<file path="config.mk">
export PLATFORM = sky130hd
export DESIGN_NAME = mte_gain
export DESIGN_NICKNAME = d
export VERILOG_FILES = /design/src/rtl/core/mte_pkg.sv /design/src/rtl/core/mte_gain.sv
export SDC_FILE = /design/constraint.sdc
export NUM_CORES = 1
export LEC_CHECK = 0
export BUFFER_PORTS_ARGS = -buffer_cell sky130_fd_sc_hd__buf_2
export CAP_MARGIN = 20
export CORE_MARGIN = 2
export CORE_UTILIZATION = 45
export CTS_CLUSTER_DIAMETER = 60
export DETAILED_ROUTE_END_ITERATION = 8
export SETUP_SLACK_MARGIN = 0.4
export SYNTH_ARGS = -nofsm -noshare
export SYNTH_HDL_FRONTEND = slang
export SYNTH_SLANG_ARGS = --single-unit
</file>
<file path="constraint.sdc">
create_clock -name clk -period 21.4 [get_ports clk]
set_input_delay 4.28 -clock clk [delete_from_list [all_inputs] [get_ports clk]]
set_output_delay 4.28 -clock clk [all_outputs]
set_load 0.1 [all_outputs]
</file>
<file path="src/rtl/core/mte_pkg.sv">
package mte_pkg;

    // Sample and gain widths
    localparam int SAMPLE_W   = 16;
    localparam int GAIN_W     = 17;
    localparam int CFG_IDX_W  = 3;
    localparam int CFG_DATA_W = 16;

    // Configuration register indexes
    localparam logic [CFG_IDX_W-1:0] CFG_TAP_COUNT   = 3'd0;
    localparam logic [CFG_IDX_W-1:0] CFG_TAP_SPACING = 3'd1;
    localparam logic [CFG_IDX_W-1:0] CFG_DECAY_MODE  = 3'd2;
    localparam logic [CFG_IDX_W-1:0] CFG_DECAY_VALUE = 3'd3;
    localparam logic [CFG_IDX_W-1:0] CFG_SAMPLE_MODE = 3'd4;

    // Gain constants, unsigned Q2.15
    localparam logic [GAIN_W-1:0] GAIN_UNITY = 17'd32768;
    localparam logic [GAIN_W-1:0] GAIN_MAX   = 17'd131071;

    // Offset-binary bias for the 8-bit mode
    localparam logic [7:0] BIAS8 = 8'h80;

    typedef enum logic [2:0] {
        ST_IDLE = 3'b001,
        ST_RUN  = 3'b010,
        ST_DONE = 3'b100
    } state_t;

    // One tap read issued to the tap pipeline
    typedef struct packed {
        logic              valid;
        logic              hit;
        logic [GAIN_W-1:0] gain;
    } tap_issue_t;

    // Occupancy of the tap pipeline stages
    typedef struct packed {
        logic s1_busy;
        logic s2_busy;
    } tap_status_t;

endpackage

</file>
<file path="src/rtl/core/mte_gain.sv">
module mte_gain import mte_pkg::*; (
    input  logic              clk,
    input  logic              load,
    input  logic              step,
    input  logic              mode,
    input  logic [15:0]       value,
    output logic [GAIN_W-1:0] gain
);

    localparam int PROD_W = GAIN_W + 16;

    logic [GAIN_W-1:0] gain_reg;
    logic [GAIN_W-1:0] gain_next;
    logic [GAIN_W-1:0] lin_next;
    logic [GAIN_W-1:0] geo_next;
    logic [PROD_W-1:0] geo_prod;
    logic [PROD_W-16:0] geo_shift;

    // Linear: subtract the step, stick at zero once it would go negative
    assign lin_next = (gain_reg >= GAIN_W'(value)) ? (gain_reg - GAIN_W'(value)) : '0;

    // Geometric: multiply by the ratio, truncate, saturate just under 4.0
    assign geo_prod  = PROD_W'(gain_reg) * PROD_W'(value);
    assign geo_shift = geo_prod[PROD_W-1:15];
    assign geo_next  = geo_shift[PROD_W-15-1] ? GAIN_MAX : geo_shift[GAIN_W-1:0];

    always_comb
    begin
        gain_next = gain_reg;
        if (load)
        begin
            gain_next = mode ? GAIN_W'(value) : GAIN_UNITY;
        end
        else if (step)
        begin
            gain_next = mode ? geo_next : lin_next;
        end
    end

    always_ff @(posedge clk)
    begin
        gain_reg <= gain_next;
    end

    assign gain = gain_reg;

endmodule

</file>
# --- After elaboration in Yosys (flattened, before gate mapping) ---
# Index checks and enable logic that the tools add are counted.
classes:
  n_addsub: 1
  n_mul: 1
  magnitude_cmp: 1
  mux: 6
  reduce_logical: 1
ops:
  columns: ["operator", "count"]
  rows:
  - ["$mux 17", 5]
  - ["$mul 17x16->33", 1]
  - ["$ge 17x16->1", 1]
  - ["$sub 17x16->17", 1]
  - ["$mux 16", 1]
  - ["$reduce_bool 2->1", 1]
word_totals:
  ff_bits: 17

# --- Depth between registers and ports, before layout ---
# Gate-level depths: netlist of the first run.
depth:
  ltp_word: 5
  depth_mapped: 25
  ltp_nobuf: 22

# --- Worst setup path before layout of the first run ---
# OpenSTA, ideal clock, no wires.
synth_path:
  path_type: "in2reg"
  startpoint: "input value[8]"
  endpoint: "register gain_reg[9] (netlist: gain[9]) (data pin)"
  setup_ns: 0.259
  arrival_time_ns: 10.162
  required_time_ns: 21.141
  path_slack_ns: 10.980
  cell_stages: 23
  n_path_buf: 3
  path_cell_list: "clkbuf_1 > clkbuf_1 > nand2_1 > fa_1 > inv_1 > fa_1 > inv_1 > fa_1 > inv_1 > fa_1 > fa_1 > inv_1 > fa_1 > inv_1 > ha_1 > a21oi_2 > a31o_4 > a2111oi_4 > o2111ai_4 > and3_4 > buf_6 > o31a_1 > a211o_1"
synth_via:
  elab_chain_cells: 5
synth_rtl:
  columns: ["item", "line", "source"]
  rows:
  - ["from (decl)", "mte_gain.sv:6", "input logic [15:0] value,"]
  - ["$mul 17x16->33, or another cell as far along", "mte_gain.sv:23", "assign geo_prod = PROD_W'(gain_reg) * PROD_W'(value);"]
  - ["$mux 17 (on tied branches)", "mte_gain.sv:25, mte_gain.sv:20", null]
  - ["$mux 17 *", "mte_gain.sv:36", "gain_next = mode ? geo_next : lin_next;"]
  - ["$mux 17 *", "mte_gain.sv:34", "else if (step)"]
  - ["$mux 17 *", "mte_gain.sv:30", "if (load)"]
  - ["named net gain_next[9]", "mte_gain.sv:13", "logic [GAIN_W-1:0] gain_next;"]
  - ["to (signal assigned)", "mte_gain.sv:42", "gain_reg <= gain_next;"]
  - ["to (decl)", "mte_gain.sv:12", "logic [GAIN_W-1:0] gain_reg;"]
# The timed path passes the listed nets; every way through them passes the cells marked *. The select of a mux whose other input is x is not followed.
# A chain may end at the register's enable or synchronous reset.

# --- Final worst setup path of the first run ---
layout_path:
  startpoint: "input value[5]"
  endpoint: "register gain_reg[12] (netlist: gain[12]) (data pin)"
# The elaborated chain is that of the path after synthesis.

==> reports/results.ini, run 1 <==
[drt]
drc=0
viasPerCell=5.44
ant_nets=0
via_count=8414
wire_per_inst_um=18.5
dr.pass1.iters=5
drt-initial-drc-count=541
totalWireLength_um=28600

[synthesis]
netlist_area_um2=10800
seq_area_frac_synth_pct=4.75
syn-num-nets=1596
synthMostInstantiatedCell=inv_1
synth_top_cell_by_area=fa_1
synth_top_flop_cell=edfxtp_1
syn_inst=1235
netlist_top_cells_count=inv_1 (253), fa_1 (208), nand2_1 (170)
yosys-top-cells-area=fa_1 (39%), ha_1 (15%), inv_1 (8.8%), and2_1 (6.2%), nand2_1 (5.9%)
synth_edf_count=17
synth_cell_types=65
yosys_warnings=0
avgSynthCellArea_um2=8.71
synth_top_area_share_pct=38.7
ys_async_sr_fraction_pct=0
synth.ff_latch_count=17

[finish]
fin_nets=1590
area_delta_synth_final_pct=4.58
regArea_um2=510
largest_reg_flops=17
multi_input_area_um2=9070
fillCellCount=2280
drive_above_1_share_pct=4.97
antenna_cells=0

[floorplanning]
fp.dieH_um=159
rows=56
die_width_um=159
die-area_um2=25100
io_pins=37
core_area_um2=23500
start_util_pct=45.8

[clock_network]
cts-hold-fix-buffers=0
post-cts-setup-buffer-count=0
clock_sinks=17
cts_root_buf=clkbuf_16
cts_tree=built
clk-insertion-delay-late_ns=0.25
postCtsResizedCells=0
htreeDepth=1
clk_pin_slew_ns=0.06
clockBufferDepth=2
cts_buffers=3

[grt]
antenna_found_initial=1
grt.total_usage_pct=24.4
grt_pass1_wl_um=47300
first_global_vias=8965
grt_overflow_total=0
grt_max_degree=24

[setup_path]
crit_end=gain[12]$_DFFE_PP_
ff2ff_setup_slack_ns=14.21
cp_cell_sequence=buf_2 -> and2_1 -> fa_1 -> inv_1 -> fa_1 -> fa_1 -> inv_1 -> fa_1 -> fa_1 -> inv_1 -> fa_1 -> inv_1 -> ha_1 -> a211oi_1 -> o21ai_0 -> a31oi_1 -> a21boi_0 -> a221oi_1 -> or3_1 -> a2111oi_0 -> o21ai_0
reg2regPathDepth=20
endpoint_kind=flop
crit_start=value[5]
cp_slowest_cell=fa_1
cp_max_fo=18
r2r_end=gain[12]$_DFFE_PP_
cp.depth=21
worstPathRequired_ns=21.39
path_buf_inv=5
critPathMostFrequentCell=fa_1
r2r_start=gain[6]$_DFFE_PP_
arrival_ns=10.54
max_stage_delay_ns=0.52
path_class=in2reg
startpoint_type=input port
critPathTopFamily=adder cells

[timing]
tightest_slew_ns=1.01
relSlewSlack_pct=32.8
clock.fmax_ghz=0.0948
rsz0062_at_grt=false
finalSetupTns_ns=0
min_period_ns=10.55
hold_violations=0
report.final.setup_viol=0
slew_violations=0
skew_ns=0.00362
finalCritPeriodShare_pct=49.3

[hold_path]
min_from=gain[16]$_SDFFCE_PP0P_
hp-class=reg2reg

[job]
drv_cap=0

[placed_design]
gp_congestion=0.912
port_buffers=36
dpl.hpwl_um=22100

[status]
status=completed

==> stage by stage <==
step	utilization, %	std cells	hold slack, ns	setup slack, ns	cell area [µm²]
6_report	47.9	1547	1.14	10.85	11200
5_1_grt	47.9	1547	1.22	10.38	11200
4_1_cts	47.9	1547	1.15	10.87	11200
3_5_place_dp	47.6	1543	1.14	10.64	11200
3_3_place_gp	47.6	1543	1.12	10.73	11200
2_1_floorplan	-	1235	1.54	10.98	10800
==> worst register-to-register path, cell delays in order, from the launching register on <==
cell	delay, ns
edfxtp_1	1.00
ha_1	0.32
fa_1	0.41
inv_1	0.07
fa_1	0.43
fa_1	0.51
inv_1	0.05
fa_1	0.50
fa_1	0.52
inv_1	0.06
fa_1	0.48
inv_1	0.04
ha_1	0.32
a211oi_1	0.30
o21ai_0	0.20
a31oi_1	0.18
a21boi_0	0.42
a221oi_1	0.21
or3_1	0.33
a2111oi_0	0.44
o21ai_0	0.13
==> cell usage in the layout (no fill, tap or decap), drive strengths merged, types with 6 or more instances in the layout <==
cell | Yosys | layout
inv | 254 | 254
fa | 208 | 208
nand2 | 172 | 172
ha | 133 | 133
and2 | 107 | 107
buf | 4 | 43
o21ai | 40 | 40
a21oi | 40 | 40
nor2 | 34 | 34
edfxtp | 17 | 17
a21o | 17 | 17
xnor2 | 15 | 15
nand3 | 12 | 12
xor2 | 10 | 10
a211oi | 10 | 10
a31oi | 9 | 9
nor3 | 8 | 8
o21bai | 7 | 7
o211ai | 7 | 7
nand4 | 6 | 6
a21boi | 6 | 6
o2111ai | 6 | 6
==> how the worst min path moves through the flow <==
stage                             endpoint  cells after the start
floorplan           gain[16]$_SDFFCE_PP0P_                      4
finish              gain[16]$_SDFFCE_PP0P_                      3
global route        gain[16]$_SDFFCE_PP0P_                      3
detailed placement  gain[16]$_SDFFCE_PP0P_                      3
CTS                 gain[16]$_SDFFCE_PP0P_                      3
global placement    gain[16]$_SDFFCE_PP0P_                      3
==> final cells by class <==
type,instances,area share (%)
multi-input combinational,910,80.7
inverter,254,8.48
sequential,17,4.54
tap,319,3.55
timing repair buffer,43,2.07
clock buffer,4,0.701
==> per-layer routing <==
metal	track usage (%)	up-vias	part of all wire [%]
met3	2.45	56	4.8
met1	33.0	4247	44
li1	-	3870	-
met4	5.71	0	2.8
met5	0	-	0
met2	42.3	241	48
==> kinds of logic (layout without fill, tap and decap cells) <==
family          count (synthesis)  after routing  synth area share (%)
simple gates                  362            362                  16.2
fa+ha+maj                     341            341                  54.2
buf+inv                       308            301                  10.9
compound gates                182            182                  11.9
xor+xnor                       25             25                  2.04
flops                          17             17                  4.75
Power of run 1 is not shown: default switching activity piles up to over one toggle a cycle in this logic, so the estimate is an artifact.
==> run 2: changes to the inputs <==
--- a/config.mk
+++ b/config.mk
@@ -5,6 +5,7 @@
 export SDC_FILE = /design/constraint.sdc
 export NUM_CORES = 1
 export LEC_CHECK = 0
+export ABC_AREA = 1
 export BUFFER_PORTS_ARGS = -buffer_cell sky130_fd_sc_hd__buf_2
 export CAP_MARGIN = 20
 export CORE_MARGIN = 2
==> constraint.sdc (replaced) <==
create_clock -name clk -period 8.6 [get_ports clk]
set_input_delay 1.72 -clock clk [delete_from_list [all_inputs] [get_ports clk]]
set_output_delay 1.72 -clock clk [all_outputs]
set_load 0.1 [all_outputs]
==> run 2 against run 1 <==
Net effect:
- die area is 8.2% higher
- sequential share of layout area is 0.34 points lower
- count of clock-buffer cells in the layout is the same
- core utilization is 0.079 points higher
- flip-flop and latch count unchanged
- critical path type unchanged
==> reports/results.ini, run 2 <==
[clock_network]
cts_root_buf=clkbuf_16
clk_pin_slew_ns=0.06  ; about the same
clock_sinks=17  ; unchanged
postCtsResizedCells=0  ; unchanged
cts-hold-fix-buffers=0  ; unchanged
cts_buffers=3  ; unchanged
htreeDepth=1  ; unchanged
clk-insertion-delay-late_ns=0.25  ; about the same
clockBufferDepth=2  ; unchanged
post-cts-setup-buffer-count=0  ; unchanged
cts_tree=built

[floorplanning]
core_area_um2=25300  ; +7.9%
io_pins=37  ; unchanged
start_util_pct=46.0  ; +0.23 points
die_width_um=165  ; +4.0%
die-area_um2=27200  ; +8.2%
rows=58  ; +3.6%
fp.dieH_um=165  ; +4.0%

[synthesis]
synth_cell_types=36  ; -45%
netlist_area_um2=11700  ; +8.4%
netlist_top_cells_count=nand2_1 (494), inv_1 (433), fa_1 (208)
syn-num-nets=1991  ; +25%
ys_async_sr_fraction_pct=0  ; unchanged
yosys-top-cells-area=fa_1 (36%), nand2_1 (16%), ha_1 (14%), inv_1 (14%), edfxtp_1 (4.4%)
synthMostInstantiatedCell=nand2_1
yosys_warnings=0  ; unchanged
syn_inst=1630  ; +32%
synth_top_cell_by_area=fa_1
synth.ff_latch_count=17  ; unchanged
synth_top_area_share_pct=35.7  ; -3.0 points
synth_top_flop_cell=edfxtp_1
avgSynthCellArea_um2=7.15  ; -18%
seq_area_frac_synth_pct=4.38  ; -0.37 points
synth_edf_count=17  ; unchanged

[timing]
relSlewSlack_pct=26.3  ; -6.5 points
report.final.setup_viol=0  ; unchanged
tightest_slew_ns=1.10  ; +0.0975 ns
clock.fmax_ghz=0.135
hold_violations=0  ; unchanged
skew_ns=0.00149  ; -0.00213 ns
rsz0062_at_grt=false
slew_violations=0  ; unchanged
finalSetupTns_ns=0  ; unchanged
min_period_ns=7.42
fin_ws_ns=1.18  ; -9.68 ns
finalCritPeriodShare_pct=86.3

[drt]
dr.pass1.iters=5  ; unchanged
totalWireLength_um=32900  ; +15%
ant_nets=0  ; unchanged
viasPerCell=5.04  ; -7.3%
drc=0  ; unchanged
drt-initial-drc-count=685  ; +27%
via_count=9843  ; +17%
wire_per_inst_um=16.9  ; -8.7%

[grt]
grt_max_degree=32  ; +33%
first_global_vias=10300  ; +14%
grt.total_usage_pct=25.7  ; +1.3 points
grt_pass1_wl_um=54100  ; +14%
antenna_found_initial=0  ; -1
grt_overflow_total=0  ; unchanged

[setup_path]
worstPathRequired_ns=8.60  ; -12.79 ns
cp_max_fo=19  ; +1
arrival_ns=7.42  ; -3.12 ns
startpoint_type=input port
endpoint_kind=flop
path_class=in2reg

[status]
status=completed

[finish]
fillCellCount=2590  ; +14%
area_delta_synth_final_pct=4.23
drive_above_1_share_pct=6.04  ; +1.1 points
fin_nets=1985  ; +25%
final_common_cell=nand2_1
antenna_cells=0  ; unchanged
largest_reg_flops=17  ; unchanged
final_cell_mix=nand2_1 (494), inv_1 (433), fa_1 (208)

[placed_design]
gp_congestion=1.01  ; +10%
dpl.hpwl_um=26800  ; +21%
port_buffers=36  ; unchanged
dp_slack_ns=0.911  ; -9.72 ns

[hold_path]
hp-class=reg2reg

[job]
drv_cap=0  ; unchanged

## run 2: logic make-up after synthesis
family / count (synthesis) / share of synthesized area [%]
simple gates: 670 / 24.1
buf+inv: 497 / 16.4
fa+ha+maj: 341 / 50.0
compound gates: 99 / 4.71
flops: 17 / 4.38
xor+xnor: 6 / 0.451
## run 2: worst max-delay path, cell delays in order
cell     delay, ns
buf_2         0.40
ha_1          0.23
inv_1         0.05
fa_1          0.53
inv_1         0.05
fa_1          0.50
inv_1         0.05
fa_1          0.53
inv_1         0.05
fa_1          0.39
fa_1          0.52
inv_1         0.05
fa_1          0.49
inv_1         0.05
ha_1          0.36
a21oi_1       0.22
nand2_1       0.11
a21oi_1       0.16
nand2_2       0.11
nand2_2       0.07
nand3_1       0.12
nand2_4       0.26
nand2_1       0.09
nand2_1       0.06
nand2_1       0.05
nand2_1       0.05
o21ai_0       0.10
## run 2: stage by stage
stage | area (µm²) | instances | utilization (%) | hold slack, ns
global route | 12200 | 1953 | 48.0 | 1.17
finish | 12200 | 1953 | 48.0 | 1.10
CTS | 12200 | 1953 | 48.0 | 1.10
detailed placement | 12100 | 1949 | 47.7 | 1.08
global placement | 12100 | 1949 | 47.7 | 1.06
floorplan | 11700 | 1630 | - | 1.51
## run 2: metal layers
metal	part of all wire (%)	global-route usage [%]
met1	45	36.2
met2	48	44.0
met3	4.5	1.36
met4	1.7	5.30
met5	0	0
## run 2: path summary, 6_finish.rpt
path	endpoint	cells past startpoint	slack [ns]	startpoint
setup / recovery	gain[5]$_DFFE_PP_	27	1.18	value[7]
hold / removal	gain[16]$_SDFFCE_PP0P_	6	1.10	gain[16]$_SDFFCE_PP0P_
setup reg to reg	gain[5]$_DFFE_PP_	23	2.07	gain[13]$_DFFE_PP_
hold reg to reg	gain[16]$_SDFFCE_PP0P_	6	1.10	gain[16]$_SDFFCE_PP0P_
## run 2: cell type report
cell class              count  area (µm²)  area share [%]
clock buffers               4        78.8           0.649
repair buffers             47         263            2.16
well taps                 330         413            3.40
flip-flops and latches     17         510            4.20
multi-input cells        1116        9240            76.0
inverters                 439        1650            13.6
Power of run 2 is left out for the same reason.
