--- src/rtl/core/mte_pkg.sv ---
package mte_pkg;

    // Sample and gain widths
    localparam int SAMPLE_W   = 16;
    localparam int GAIN_W     = 17;
    localparam int CFG_IDX_W  = 3;
    localparam int CFG_DATA_W = 16;

    // Configuration register indexes
    localparam logic [CFG_IDX_W-1:0] CFG_TAP_COUNT   = 3'd0;
    localparam logic [CFG_IDX_W-1:0] CFG_TAP_SPACING = 3'd1;
    localparam logic [CFG_IDX_W-1:0] CFG_DECAY_MODE  = 3'd2;
    localparam logic [CFG_IDX_W-1:0] CFG_DECAY_VALUE = 3'd3;
    localparam logic [CFG_IDX_W-1:0] CFG_SAMPLE_MODE = 3'd4;

    // Gain constants, unsigned Q2.15
    localparam logic [GAIN_W-1:0] GAIN_UNITY = 17'd32768;
    localparam logic [GAIN_W-1:0] GAIN_MAX   = 17'd131071;

    // Offset-binary bias for the 8-bit mode
    localparam logic [7:0] BIAS8 = 8'h80;

    typedef enum logic [2:0] {
        ST_IDLE = 3'b001,
        ST_RUN  = 3'b010,
        ST_DONE = 3'b100
    } state_t;

    // One tap read issued to the tap pipeline
    typedef struct packed {
        logic              valid;
        logic              hit;
        logic [GAIN_W-1:0] gain;
    } tap_issue_t;

    // Occupancy of the tap pipeline stages
    typedef struct packed {
        logic s1_busy;
        logic s2_busy;
    } tap_status_t;

endpackage

--- src/rtl/core/mte_tap.sv ---
module mte_tap import mte_pkg::*; (
    input  logic                       clk,
    input  logic                       rst_n,
    input  logic                       load,
    input  logic signed [SAMPLE_W-1:0] load_value,
    input  logic                       narrow,
    input  tap_issue_t                 issue,
    input  logic [SAMPLE_W-1:0]        rdata,
    output tap_status_t                status,
    output logic signed [SAMPLE_W-1:0] sum
);

    localparam int MAG_W  = SAMPLE_W + 1;
    localparam int PROD_W = MAG_W + GAIN_W;
    localparam int ACC_W  = SAMPLE_W + 4;

    localparam logic signed [ACC_W-1:0] HI16 = 20'sd32767;
    localparam logic signed [ACC_W-1:0] LO16 = -20'sd32768;
    localparam logic signed [ACC_W-1:0] HI8  = 20'sd127;
    localparam logic signed [ACC_W-1:0] LO8  = -20'sd128;

    logic                       s1_valid_reg;
    logic                       s1_hit_reg;
    logic [GAIN_W-1:0]          s1_gain_reg;
    logic                       s2_valid_reg;
    logic                       s2_neg_reg;
    logic [GAIN_W-1:0]          s2_mag_reg;
    logic signed [SAMPLE_W-1:0] sum_reg;
    logic signed [SAMPLE_W-1:0] sum_next;

    logic [SAMPLE_W-1:0]        tap_s;
    logic [MAG_W-1:0]           s_ext;
    logic [MAG_W-1:0]           mag;
    logic [PROD_W-1:0]          prod;
    logic [ACC_W-1:0]           mag_ext;
    logic signed [ACC_W-1:0]    term;
    logic signed [ACC_W-1:0]    acc;
    logic signed [ACC_W-1:0]    hi;
    logic signed [ACC_W-1:0]    lo;

    // Stage 1: history word back from memory, magnitude times gain
    assign tap_s = s1_hit_reg ? rdata : '0;
    assign s_ext = {tap_s[SAMPLE_W-1], tap_s};
    assign mag   = tap_s[SAMPLE_W-1] ? (~s_ext + 1'b1) : s_ext;
    assign prod  = PROD_W'(mag) * PROD_W'(s1_gain_reg);

    // Stage 2: restore sign, add, saturate to the mode range
    assign mag_ext = ACC_W'(s2_mag_reg);
    assign term    = s2_neg_reg ? $signed(~mag_ext + 1'b1) : $signed(mag_ext);
    assign acc     = $signed({{(ACC_W-SAMPLE_W){sum_reg[SAMPLE_W-1]}}, sum_reg}) + term;
    assign hi      = narrow ? HI8 : HI16;
    assign lo      = narrow ? LO8 : LO16;

    always_comb
    begin
        sum_next = sum_reg;
        if (load)
        begin
            sum_next = load_value;
        end
        else if (s2_valid_reg)
        begin
            priority if (acc > hi)
            begin
                sum_next = hi[SAMPLE_W-1:0];
            end
            else if (acc < lo)
            begin
                sum_next = lo[SAMPLE_W-1:0];
            end
            else
            begin
                sum_next = acc[SAMPLE_W-1:0];
            end
        end
    end

    // Stage valids
    always_ff @(posedge clk or negedge rst_n)
    begin
        if (!rst_n)
        begin
            s1_valid_reg <= 1'b0;
            s2_valid_reg <= 1'b0;
        end
        else
        begin
            s1_valid_reg <= issue.valid;
            s2_valid_reg <= s1_valid_reg;
        end
    end

    // Stage payload and accumulator
    always_ff @(posedge clk)
    begin
        s1_hit_reg  <= issue.hit;
        s1_gain_reg <= issue.gain;
        s2_neg_reg  <= tap_s[SAMPLE_W-1];
        s2_mag_reg  <= prod[15 +: GAIN_W];
        sum_reg     <= sum_next;
    end

    assign status.s1_busy = s1_valid_reg;
    assign status.s2_busy = s2_valid_reg;
    assign sum            = sum_reg;

    // A product reaches the adder only after a valid stage 1 read
    a_s2_from_s1: assert property (@(posedge clk) disable iff (!rst_n)
        s2_valid_reg |-> $past(s1_valid_reg))
        else $error("tap stage 2 valid without stage 1");

endmodule

--- config.mk ---
export PLATFORM = sky130hd
export DESIGN_NAME = mte_tap
export DESIGN_NICKNAME = d
export VERILOG_FILES = /design/src/rtl/core/mte_pkg.sv /design/src/rtl/core/mte_tap.sv
export SDC_FILE = /design/constraint.sdc
export NUM_CORES = 1
export LEC_CHECK = 0
export ABC_CLOCK_PERIOD_IN_PS = 15600
export BUFFER_PORTS_ARGS = -buffer_cell sky130_fd_sc_hd__buf_2
export CAP_MARGIN = 15
export CORE_ASPECT_RATIO = 0.9
export CORE_MARGIN = 2
export CORE_UTILIZATION = 47
export DETAILED_ROUTE_END_ITERATION = 10
export GPL_ROUTABILITY_DRIVEN = 0
export HOLD_SLACK_MARGIN = 0.02
export MAX_ROUTING_LAYER = met4
export PLACE_DENSITY_LB_ADDON = 0.12
export SLEW_MARGIN = 20
export SYNTH_ARGS = -nofsm -noshare
export SYNTH_HDL_FRONTEND = slang
export SYNTH_SLANG_ARGS = --single-unit
export TNS_END_PERCENT = 5
--- constraint.sdc ---
create_clock -name clk -period 15.6 [get_ports clk]
set_clock_uncertainty 0.15 [all_clocks]
set_input_delay 3.12 -clock clk [delete_from_list [all_inputs] [get_ports clk]]
set_output_delay 3.12 -clock clk [all_outputs]
set_load 0.02 [all_outputs]
# After elaboration in Yosys (flattened, before gate mapping)
# Cells that the tools add are included.
# word_totals
regBits,54
wordCells,25
# classes
bitwise,2
add_sub_neg,3
n_lt_le_gt_ge,2
n_reduce_logical,1
mul,1
n_mux,9
# op_table
operator,count
2-to-1 mux 16 bit,5
multiplier 17 x 17 -> 32 bit,1
2-to-1 mux 15 bit,2
adder 16 x 20 -> 20 bit,1
"adder 20 x 1 -> 20 bit, second input constant",1
> comparator 20 x 16 -> 1 bit,1
< comparator 20 x 16 -> 1 bit,1
2-to-1 mux 20 bit,1
NOT 17 -> 20 bit,1
"adder 17 x 1 -> 17 bit, second input constant",1
2-to-1 mux 17 bit,1
NOT 17 bit,1
nonzero test 2 bit,1

# Depth between registers and ports, before layout
# Gate-level depths: netlist (run 1).
# depth
ltp_word,9
ltp_mapped,32
mapped_depth_nobuf,29

# Worst setup path after synthesis (run 1)
# No wires, ideal clock.
# synth_path
path_kind,input to register
start,in rdata[0]
end,reg s2_mag_reg[16]
path_slack_ns,4.592
path_stages,31
t_arrival_ns,10.767
cell_sequence,clkbuf_1 > and2_1 > clkbuf_1 > inv_1 > ha_1 > nand2_1 > or4_1 > o21ai_0 > xnor2_1 > and2_0 > clkbuf_1 > nand2_1 > fa_1 > fa_1 > fa_1 > inv_1 > fa_1 > fa_1 > inv_1 > fa_1 > inv_1 > ha_1 > a21o_1 > a21o_1 > a21o_1 > a21o_1 > a31oi_1 > o21ai_0 > o311ai_0 > nand2_1 > a311oi_1
# synth_between
elab_chain_len,5
# synth_rtl
item,line_no,source
"start, declared",mte_tap.sv:8,"input logic [SAMPLE_W-1:0] rdata,"
2-to-1 mux 16 bit *,mte_tap.sv:42,assign tap_s = s1_hit_reg ? rdata : '0;
NOT 17 bit,mte_tap.sv:44,assign mag = tap_s[SAMPLE_W-1] ? (~s_ext + 1'b1) : s_ext;
adder 17 x 1 -> 17 bit,mte_tap.sv:44,
2-to-1 mux 17 bit *,mte_tap.sv:44,
multiplier 17 x 17 -> 32 bit *,mte_tap.sv:45,assign prod = PROD_W'(mag) * PROD_W'(s1_gain_reg);
net prod[31],mte_tap.sv:34,logic [PROD_W-1:0] prod;
"end signal, assigned",mte_tap.sv:99,s2_mag_reg <= prod[15 +: GAIN_W];
"end, declared",mte_tap.sv:27,logic [GAIN_W-1:0] s2_mag_reg;
# Mark *: on every way through the listed nets, which the timed path passes. The rest lies on a longest branch.
# A chain may end at the register's enable or synchronous reset.

# Worst setup path in the final report (run 1)
# Same ends and word-level chain as after synthesis.

==> results of run 1 <==
## worst register-to-register path: cells and delay by family, from the launching register on
kind            cells  cell delay (ns)
fa+ha+maj           8             3.50
compound gates      9             2.69
simple gates        6             1.47
buf+inv             5             0.85
xor+xnor            1             0.78
flops               1             0.31
## power groups by stage
| stage | combinational [mW] | sequential, mW | clock (mW) |
|---|---|---|---|
| 2_1_floorplan | 1.65 | 0.286 | 0 |
| 3_3_place_gp | 2.12 | 0.282 | 0 |
| 3_5_place_dp | 2.15 | 0.282 | 0 |
| 4_1_cts | 2.17 | 0.278 | 0.141 |
| 5_1_grt | 2.48 | 0.284 | 0.145 |
| 6_report | 2.16 | 0.278 | 0.135 |
## placed cells by master, fill, tap and decap left out, drive strengths merged, types with 6 or more instances in the layout
master  instances
a31oi           9
clkbuf          8
a21oi          30
ha            132
or4             7
xnor2          48
edfxtp         16
a211oi          9
nand2         170
nor2           43
fa            222
o21ai          41
conb           15
nor3           10
nand2b          6
nand3           7
a21o            7
xor2           13
buf            87
o21a            7
dfxtp          36
nor2b           6
and2           44
inv           302
and3          110
o31ai          14
## worst min path at each step
| stage | startpoint | end | slack [ns] | cells after the start |
|---|---|---|---|---|
| 6_report | s1_valid_reg | s2_valid_reg | 0.23 | 0 |
| 5_1_grt | s1_valid_reg | s2_valid_reg | 0.23 | 0 |
| 4_1_cts | s1_valid_reg | s2_valid_reg | 0.23 | 0 |
| 3_5_place_dp | s1_valid_reg | s2_valid_reg | 0.21 | 0 |
| 3_3_place_gp | s1_valid_reg | s2_valid_reg | 0.20 | 0 |
| 2_1_floorplan | s1_valid_reg | s2_valid_reg | 0.20 | 0 |
## logic make-up (layout without fill, tap and decap cells)
kind of cell	after synthesis	count (layout)	share of synthesized area
AND/OR/NAND/NOR	421	421	0.168
buffers and inverters	363	398	0.109
adder cells (fa/ha/maj)	354	354	0.485
AO/OA/AOI/OAI	161	161	0.0878
XOR/XNOR	61	61	0.0455
flip-flops	54	54	0.0996
multiplexers	4	4	0.00369
other	2	15	0.000598
## area by class of cell
cell class / count / area, um2
repair buffers: 87 / 473
flip-flops and latches: 54 / 1250
inverters: 303 / 1140
fillers: 2520 / 12700
well taps: 348 / 435
clock buffers: 8 / 168
multi-input cells: 1016 / 9990
## stage by stage
step                setup WS [ns]  hold slack (ns)  instance area (um2)
detailed placement           3.49            0.209                13300
global route                 3.10            0.234                13500
CTS                          3.78            0.228                13500
global placement             3.70            0.201                13300
floorplan                    4.59            0.205                12600
finish                       3.69            0.229                13500
## layer usage
layer / track usage / wire length (um) / vias to the layer above
met2: 0.345 / 13700 / 226
met3: 0.0291 / 1670 / 50
met1: 0.341 / 14300 / 4835
met4: 0.0639 / 701 / 0
met5: - / 0 / -
li1: - / - / 4551
==> metrics.md, run 1 <==
| Metric | Value |
|---|---|
| PwrDens | 191 nW/um2 |
| Later-pin clock latency in the skew report | between 0.3 and 0.4 ns |
| Number of antenna violations at the first check in global routing | 0 |
| Most frequent cell after synthesis | inv_1 |
| Router iterations before antenna repair | 5 |
| Yosys cell types | 65 |
| Pint | ~1.2 mW |
| Ant diodes | 0 |
| Cell with the biggest individual delay on the critical path | and2_0 |
| Quantity of I/O buffers inserted on ports | 72 |
| Type of origin of the critical path | input pin |
| Routed Antenna Nets | 0 |
| Critical path peak fanout | 14 |
| Slowest stage delay, CP | between 0.7 and 0.8 ns |
| Share of synthesized flip-flops with an asynchronous set or reset | 0.0370 |
| Flop2flop setup slack | ~5.8 ns |
| Starting density of the core | 0.481 |
| Clock buffer count from CTS | 5 |
| Logic depth of the worst register-to-register path | 29 |
| Actual slew at the worst max-slew pin | around 0.97 ns |
| Worst R2R Start | s1_hit_reg |
| Number of cells upsized or downsized after cts | 0 |
| Top area cells in the synthesized netlist | fa_1 35%, ha_1 13%, inv_1 9.0% |
| Cell occurring most often along the worst timing path | fa_1 |
| # rows | 56 |
| Worst R2R End | s2_mag_reg[16] |
| Max-Cap Viols | 0 |
| Layout-stage area growth over the synthesis result | 7.16% |
| Fin Setup TNS | 0 ns |
| Leakage Power | just under 7 nW |
| IR Drop Worst-Case VDD | approximately 0.13 mV |
| Count of buffers added by post-CTS timing repair for setup | 0 |
| Vias in the first global route | between 9000 and 10000 |
| Hold buffer count at cts | 0 |
| Post-synth EDFFs | 16 |
| Count of placed standard cells in the final layout, fillers left out | about 1800 |
| CP endpoint kind | flop |
| Final critical-path share of the clock period | 0.764 |
| Core Box Area | around 26000 um2 |
| Critical Path Source | rdata[0] |
| Cells after synthesis | 1420 |
| Comb power frac | 0.840 |
| RSZ-0062 raised after global routing | no |
| Top Family by Delay on Critical Path | adder cells |
| Global-route congestion overflow total | 0 |
| Switching fraction of total power | 0.531 |
| Final Hold Violating Endpoints | 0 |
| WP data arrival | ~12 ns |
| Portion of total power attributed to sequential cells | 0.108 |
| Wire length reported by the detailed router | around 30000 um |
| Worst hold-check path type | reg2reg |
| Average detailed-routed wire length per instance | between 15 and 20 um |
| Clock period minus final worst setup slack | between 10 and 15 ns |
| Number of placed instances, taps included | ~1800 |
| HPWL after DPL | between 20000 and 25000 um |
| Layout Utilization | 0.515 |
| Wire length of the first global-routing pass | ~51000 um |
| Layout cell share with drive strength beyond 1 | 0.0783 |
| Global-route total usage across every layer | 0.234 |
| Net switching power of the design | around 1.4 mW |
| Clock input transition at the sequential cells of the worst setup and hold paths | 0.08 ns |
| Total stage count of the critical path | 29 |
| Remaining routing DRC violations | 0 |
| Data required, critical path | roughly 16 ns |
| Total Die Area | ~28000 um2 |
| Combined buffer and inverter count along the critical path | 5 |
| Die extent in x | 176 um |
| Max-slew violation count | 0 |
| Number of warning messages in the yosys log | 0 |
| Yosys top cell area share | 0.354 |
| Max-slew headroom | 0.347 |
| Number of clock sinks | 54 |
| Total power | roughly 2.6 mW |
| Final setup vio count | 0 |
| Number of placed I/O pins | 73 |
| Routed via count divided by cell count | between 5 and 6 |
| Die height | approximately 160 um |
| Total Nets Final | around 1900 |
| Dominant register cell in the synthesized netlist | dfxtp_1 |
| Most used standard cells in the synthesized netlist | 302 x inv_1, 222 x fa_1, 170 x nand2_1, 132 x ha_1, 110 x and3_1 |
| TritonCTS clock tree | yes |
| Max H-tree Level | 2 |
| CTS max path bufs | 2 |
| Status | complete, no violations |
| Proportion of synthesized chip area in sequential cells | 0.0996 |
| Clock root buffer master | clkbuf_16 |
| Setup CP Type | in2reg |
| Mean instance size in the synthesized netlist | slightly below 9 um2 |
| Critical path endpoint | s2_mag_reg[16] |
| Maximum clock frequency | ~84 MHz |
| First-iteration detailed-routing DRC count | 766 |
| Leading area contributor after synthesis | fa_1 |
| Count of vias placed by the detailed router | roughly 9700 |
| Synthesized cell area | 12600 um2 |
| Largest net degree at the start of global routing | roughly 120 |
| Clock power frac | 0.053 |
| Flops & latches, synth | 54 |
No activity file was read; power rests on OpenSTA's default activity.
==> run 2, diff against run 1 <==
ABC_CLOCK_PERIOD_IN_PS = 10900   (was 15600)
clock period = 10.9 ns   (was 15.6 ns; I/O delays follow)
==> metrics.md, run 2 (synthesis gave the netlist of run 1 again) <==
| Metric | Value |
|---|---|
| Max-Cap Viols | 0 |
| Final critical-path share of the clock period | 0.918 |
| Count of buffers added by post-CTS timing repair for setup | 0 |
| Number of clock sinks | 54 |
| Count of placed standard cells in the final layout, fillers left out | roughly 1800 |
| Number of placed instances, taps included | between 1500 and 2000 |
| Portion of total power attributed to sequential cells | 0.110 |
| Flop2flop setup slack | approximately 2.0 ns |
| Number of placed I/O pins | 73 |
| Status | complete, no violations |
| Data required, critical path | between 10 and 15 ns |
| Most common cell after layout, fill and taps aside | inv_1 |
| Cell occurring most often along the worst timing path | fa_1 |
| Fin Setup TNS | 0 ns |
| Layout-stage area growth over the synthesis result | 7.35% |
| Net switching power of the design | 1.94 mW |
| Later-pin clock latency in the skew report | between 0.3 and 0.4 ns |
| Setup CP Type | in2reg |
| # rows | 56 |
| Layout cell share with drive strength beyond 1 | 0.0827 |
| Maximum clock frequency | 99.9 MHz |
| Wire length of the first global-routing pass | 49800 um |
| Ant diodes | 0 |
| CP endpoint kind | flop |
| Total Nets Final | between 1500 and 2000 |
| Clock period minus final worst setup slack | 10.01 ns |
| Quantity of I/O buffers inserted on ports | 72 |
| Clock buffer count from CTS | 5 |
| HPWL after DPL | about 25000 um |
| Clock power frac | 0.047 |
| Die height | 159 um |
| Starting density of the core | 0.481 |
| Pint | around 1.7 mW |
| Global-route congestion overflow total | 0 |
| Highest-count cells in the layout ignoring fill and taps | 302 x inv_1, 222 x fa_1, 170 x nand2_1, 132 x ha_1, 110 x and3_1 |
| Actual slew at the worst max-slew pin | 0.898 ns |
| RSZ-0062 raised after global routing | no |
| IR Drop Worst-Case VDD | around 0.15 mV |
| Remaining routing DRC violations | 0 |
| Comb power frac | 0.844 |
| Critical path peak fanout | 13 |
| Routed Antenna Nets | 0 |
| Total Die Area | between 20000 and 30000 um2 |
| Leakage Power | between 6 and 7 nW |
| Hold buffer count at cts | 0 |
| Number of inserted filler cells in the final layout | approximately 2500 |
| TritonCTS clock tree | yes |
| Final setup vio count | 0 |
| Slowest stage delay, CP | between 0.7 and 0.8 ns |
| Routed via count divided by cell count | approximately 5.3 |
| Clock input transition at the sequential cells of the worst setup and hold paths | around 0.080 ns |
| PwrDens | ~270 nW/um2 |
| Max H-tree Level | 2 |
| First-iteration detailed-routing DRC count | around 570 |
| Final Hold Violating Endpoints | 0 |
| Largest net degree at the start of global routing | 62 |
| Number of cells upsized or downsized after cts | 0 |
| WP data arrival | about 10 ns |
| Wire length reported by the detailed router | approximately 30000 um |
| Worst hold-check path type | reg2reg |
| Router iterations before antenna repair | 5 |
| Vias in the first global route | slightly below 10000 |
| Global-route total usage across every layer | 0.232 |
| CTS max path bufs | 2 |
| Average detailed-routed wire length per instance | about 17 um |
| Max-slew headroom | 0.397 |
| Clock root buffer master | clkbuf_16 |
| Switching fraction of total power | 0.528 |
| Die extent in x | about 180 um |
| Number of antenna violations at the first check in global routing | 0 |
| Count of vias placed by the detailed router | just under 10000 |
| Max-slew violation count | 0 |
| Core Box Area | 26100 um2 |
| Cell with the biggest individual delay on the critical path | xnor2_1 |
| Type of origin of the critical path | input pin |
==> run 2: path summary, 6_finish.rpt <==
check	cells past startpoint	startpoint	to
worst min register to register	0	s1_valid_reg	s2_valid_reg
max in group asynchronous	1	rst_n	s2_valid_reg
min in group asynchronous	1	rst_n	s1_valid_reg
worst min-delay path	0	s1_valid_reg	s2_valid_reg
worst max register to register	27	s1_hit_reg	s2_mag_reg[16]
worst max-delay path	28	rdata[0]	s2_mag_reg[16]
==> run 2: critical path: cells and delay by family <==
kind	cells	cell delay, ns
xor+xnor	1	0.72
fa+ha+maj	8	3.60
simple gates	5	0.93
compound gates	9	2.21
buf+inv	5	0.44
==> run 2: per-layer routing <==
layer,track usage,vias to the layer above,wire [um]
li1,-,4580,-
met1,0.320,4740,13800
met2,0.358,241,14200
met3,0.0325,40,1550
met4,0.0631,0,694
met5,-,-,0
==> run 2: power groups by stage <==
stage | Clock [mW] | Sequential (mW) | Combinational, mW
final | 0.171 | 0.401 | 3.09
after global routing | 0.184 | 0.412 | 3.51
after CTS | 0.178 | 0.402 | 3.12
after detailed placement | 0 | 0.407 | 3.09
after global placement | 0 | 0.408 | 3.07
after floorplan | 0 | 0.410 | 2.35
==> run 2: through the flow <==
| stage | util | cell area, um2 | power [mW] | setup slack [ns] | hold slack (ns) |
|---|---|---|---|---|---|
| 5_1_grt | 0.516 | 13500 | 4.11 | 0.449 | 0.243 |
| 3_5_place_dp | 0.511 | 13300 | 3.50 | 0.634 | 0.214 |
| 2_1_floorplan | - | 12600 | 2.76 | 0.832 | 0.205 |
| 3_3_place_gp | 0.511 | 13300 | 3.47 | 0.822 | 0.202 |
| 4_1_cts | 0.516 | 13500 | 3.70 | 0.930 | 0.234 |
| 6_report | 0.516 | 13500 | 3.67 | 0.891 | 0.232 |
==> run 2: area by class of cell <==
| type | count | area (um2) | share of cell area |
|---|---|---|---|
| Clock buffer | 6 | 129 | 0.00956 |
| Timing Repair Buffer | 94 | 526 | 0.0390 |
| Sequential cell | 54 | 1250 | 0.0929 |
| Clock inverter | 2 | 10.0 | 0.000742 |
| Tap cell | 348 | 435 | 0.0323 |
| Inverter | 303 | 1140 | 0.0844 |
| Multi-Input combinational cell | 1016 | 9990 | 0.741 |
==> run 3, diff against run 2 <==
ABC_CLOCK_PERIOD_IN_PS = 12300   (was 10900)
clock period = 12.3 ns   (was 10.9 ns; I/O delays follow)
==> metrics.md, run 3 (synthesis gave the netlist of run 1 again) <==
| Metric | Value |
|---|---|
| Final Hold Violating Endpoints | 0 |
| Data required, critical path | about 12 ns |
| Setup CP Type | in2reg |
| Clock buffer count from CTS | 5 |
| Worst R2R Start | s1_hit_reg |
| CP endpoint kind | flop |
| Cell with the biggest individual delay on the critical path | xnor2_1 |
| # rows | 56 |
| Wire length reported by the detailed router | 30300 um |
| Max-Cap Viols | 0 |
| Number of cells upsized or downsized after cts | 0 |
| Global-route total usage across every layer | 0.232 |
| Number of placed I/O pins | 73 |
| Highest-count cells in the layout ignoring fill and taps | 302 x inv_1, 222 x fa_1, 170 x nand2_1, 132 x ha_1, 110 x and3_1 |
| Worst R2R End | s2_mag_reg[16] |
| Cell occurring most often along the worst timing path | fa_1 |
| Net switching power of the design | 1.72 mW |
| Max-slew headroom | 0.350 |
| Actual slew at the worst max-slew pin | slightly below 1 ns |
| Clock input transition at the sequential cells of the worst setup and hold paths | approximately 0.08 ns |
| Flop2flop setup slack | ~3.0 ns |
| Die extent in x | 176 um |
| Layout Utilization | 0.514 |
| Met1 track demand over resource | 0.327 |
| WP data arrival | 10.76 ns |
| Total Nets Final | 1875 |
| Worst Hold Endpoint | s2_valid_reg |
| Hold buffer count at cts | 0 |
| Starting density of the core | 0.481 |
| Pint | around 1.5 mW |
| Count of vias placed by the detailed router | a little under 10000 |
| PwrDens | approximately 240 nW/um2 |
| Setup slack after layout | approximately 1.6 ns |
| Leakage Power | 6.92 nW |
| Logic depth of the worst register-to-register path | 29 |
| Core Box Area | between 20000 and 30000 um2 |
| Type of origin of the critical path | input pin |
| Count of placed standard cells in the final layout, fillers left out | between 1500 and 2000 |
| Global-route congestion overflow total | 0 |
| TritonCTS clock tree | yes |
| Number of clock sinks | 54 |
| Layout cell share with drive strength beyond 1 | 0.0777 |
| Router iterations before antenna repair | 6 |
| IR Drop Worst-Case VDD | ~0.20 mV |
| Wire length of the first global-routing pass | between 40000 and 50000 um |
| Comb power frac | 0.843 |
| Final setup vio count | 0 |
| Die height | about 160 um |
| Layout-stage area growth over the synthesis result | 6.92% |
| Largest net degree at the start of global routing | 63 |
| Critical path peak fanout | 13 |
| Switching fraction of total power | 0.529 |
| Worst slack, placed | around 1.4 ns |
| Later-pin clock latency in the skew report | around 0.32 ns |
| Clock period minus final worst setup slack | about 11 ns |
| Startpoint of the most critical hold path | s1_valid_reg |
| Count of buffers added by post-CTS timing repair for setup | 0 |
| Quantity of I/O buffers inserted on ports | between 70 and 80 |
| Most common cell after layout, fill and taps aside | inv_1 |
| Total Die Area | ~28000 um2 |
| Maximum clock frequency | 93.5 MHz |
| Slowest stage delay, CP | ~0.8 ns |
| Routed Antenna Nets | 0 |
| Gr busiest metal | met2 |
| Clock power frac | 0.047 |
| Average detailed-routed wire length per instance | around 17 um |
| Final critical-path share of the clock period | 0.869 |
| Number of antenna violations at the first check in global routing | 0 |
| Total power | around 3.2 mW |
| Clock root buffer master | clkbuf_16 |
| First-iteration detailed-routing DRC count | between 700 and 800 |
| Routed via count divided by cell count | 5.30 |
| RSZ-0062 raised after global routing | no |
| HPWL after DPL | approximately 25000 um |
| Number of placed instances, taps included | 1807 |
| Max-slew violation count | 0 |
| Worst hold-check path type | reg2reg |
| Remaining routing DRC violations | 0 |
| Ant diodes | 0 |
| Portion of total power attributed to sequential cells | 0.109 |
| Number of cells on the worst hold path | 0 |
| Status | complete, no violations |
| Global-route track usage on met2 | 0.353 |
| Grt met3 use | 0.0361 |
| Fin Setup TNS | 0 ns |
| Max H-tree Level | 2 |
| CTS max path bufs | 2 |
| Vias in the first global route | ~9600 |
## run 3: changes by cell type in the layout (fill, tap and decap cells not counted), sizes merged
| cell | change |
|---|---|
| clkbuf | -1 |
| buf | -8 |
| clkinvlp | +1 |
| inv | +1 |
| clkinv | -1 |
## run 3: layout make-up
cell class,count,area (um2)
clock buffers,5,125
clock inverters,3,20.0
flip-flops and latches,54,1250
multi-input cells,1016,9990
inverters,303,1140
repair buffers,86,465
well taps,348,435
fillers,2526,12700
## run 3: worst max-delay path by stage
stage	startpoint	end	slack (ns)	cells after the start
2_1_floorplan	rdata[0]	s2_mag_reg[16]	1.95	31
3_3_place_gp	rdata[0]	s2_mag_reg[16]	1.65	31
3_5_place_dp	rdata[0]	s2_mag_reg[16]	1.37	31
4_1_cts	rdata[0]	s2_mag_reg[16]	1.68	31
5_1_grt	rdata[0]	s2_mag_reg[16]	0.95	31
6_report	rdata[0]	s2_mag_reg[16]	1.61	31
## run 3: through the flow
step | instance area (um2) | hold WS (ns)
floorplan | 12600 | 0.205
global placement | 13300 | 0.201
detailed placement | 13300 | 0.208
CTS | 13400 | 0.228
global route | 13400 | 0.247
finish | 13400 | 0.226
## run 3: worst max-delay path, delay by kind of cell
family,cells,cell delay (ns)
fa+ha+maj,8,3.54
buf+inv,7,0.77
xor+xnor,1,0.78
simple gates,6,1.31
compound gates,9,1.88
## run 3: power by group through the flow
stage / clock network, mW / logic, mW / registers [mW]
floorplan: 0 / 2.09 / 0.363
global placement: 0 / 2.70 / 0.360
detailed placement: 0 / 2.73 / 0.360
CTS: 0.162 / 2.75 / 0.356
global route: 0.167 / 3.12 / 0.363
finish: 0.154 / 2.74 / 0.354
## run 3: layer usage
layer	wire, um	part of all wire
met1	13800	0.45
met2	14300	0.47
met3	1760	0.058
met4	521	0.017
met5	0	0
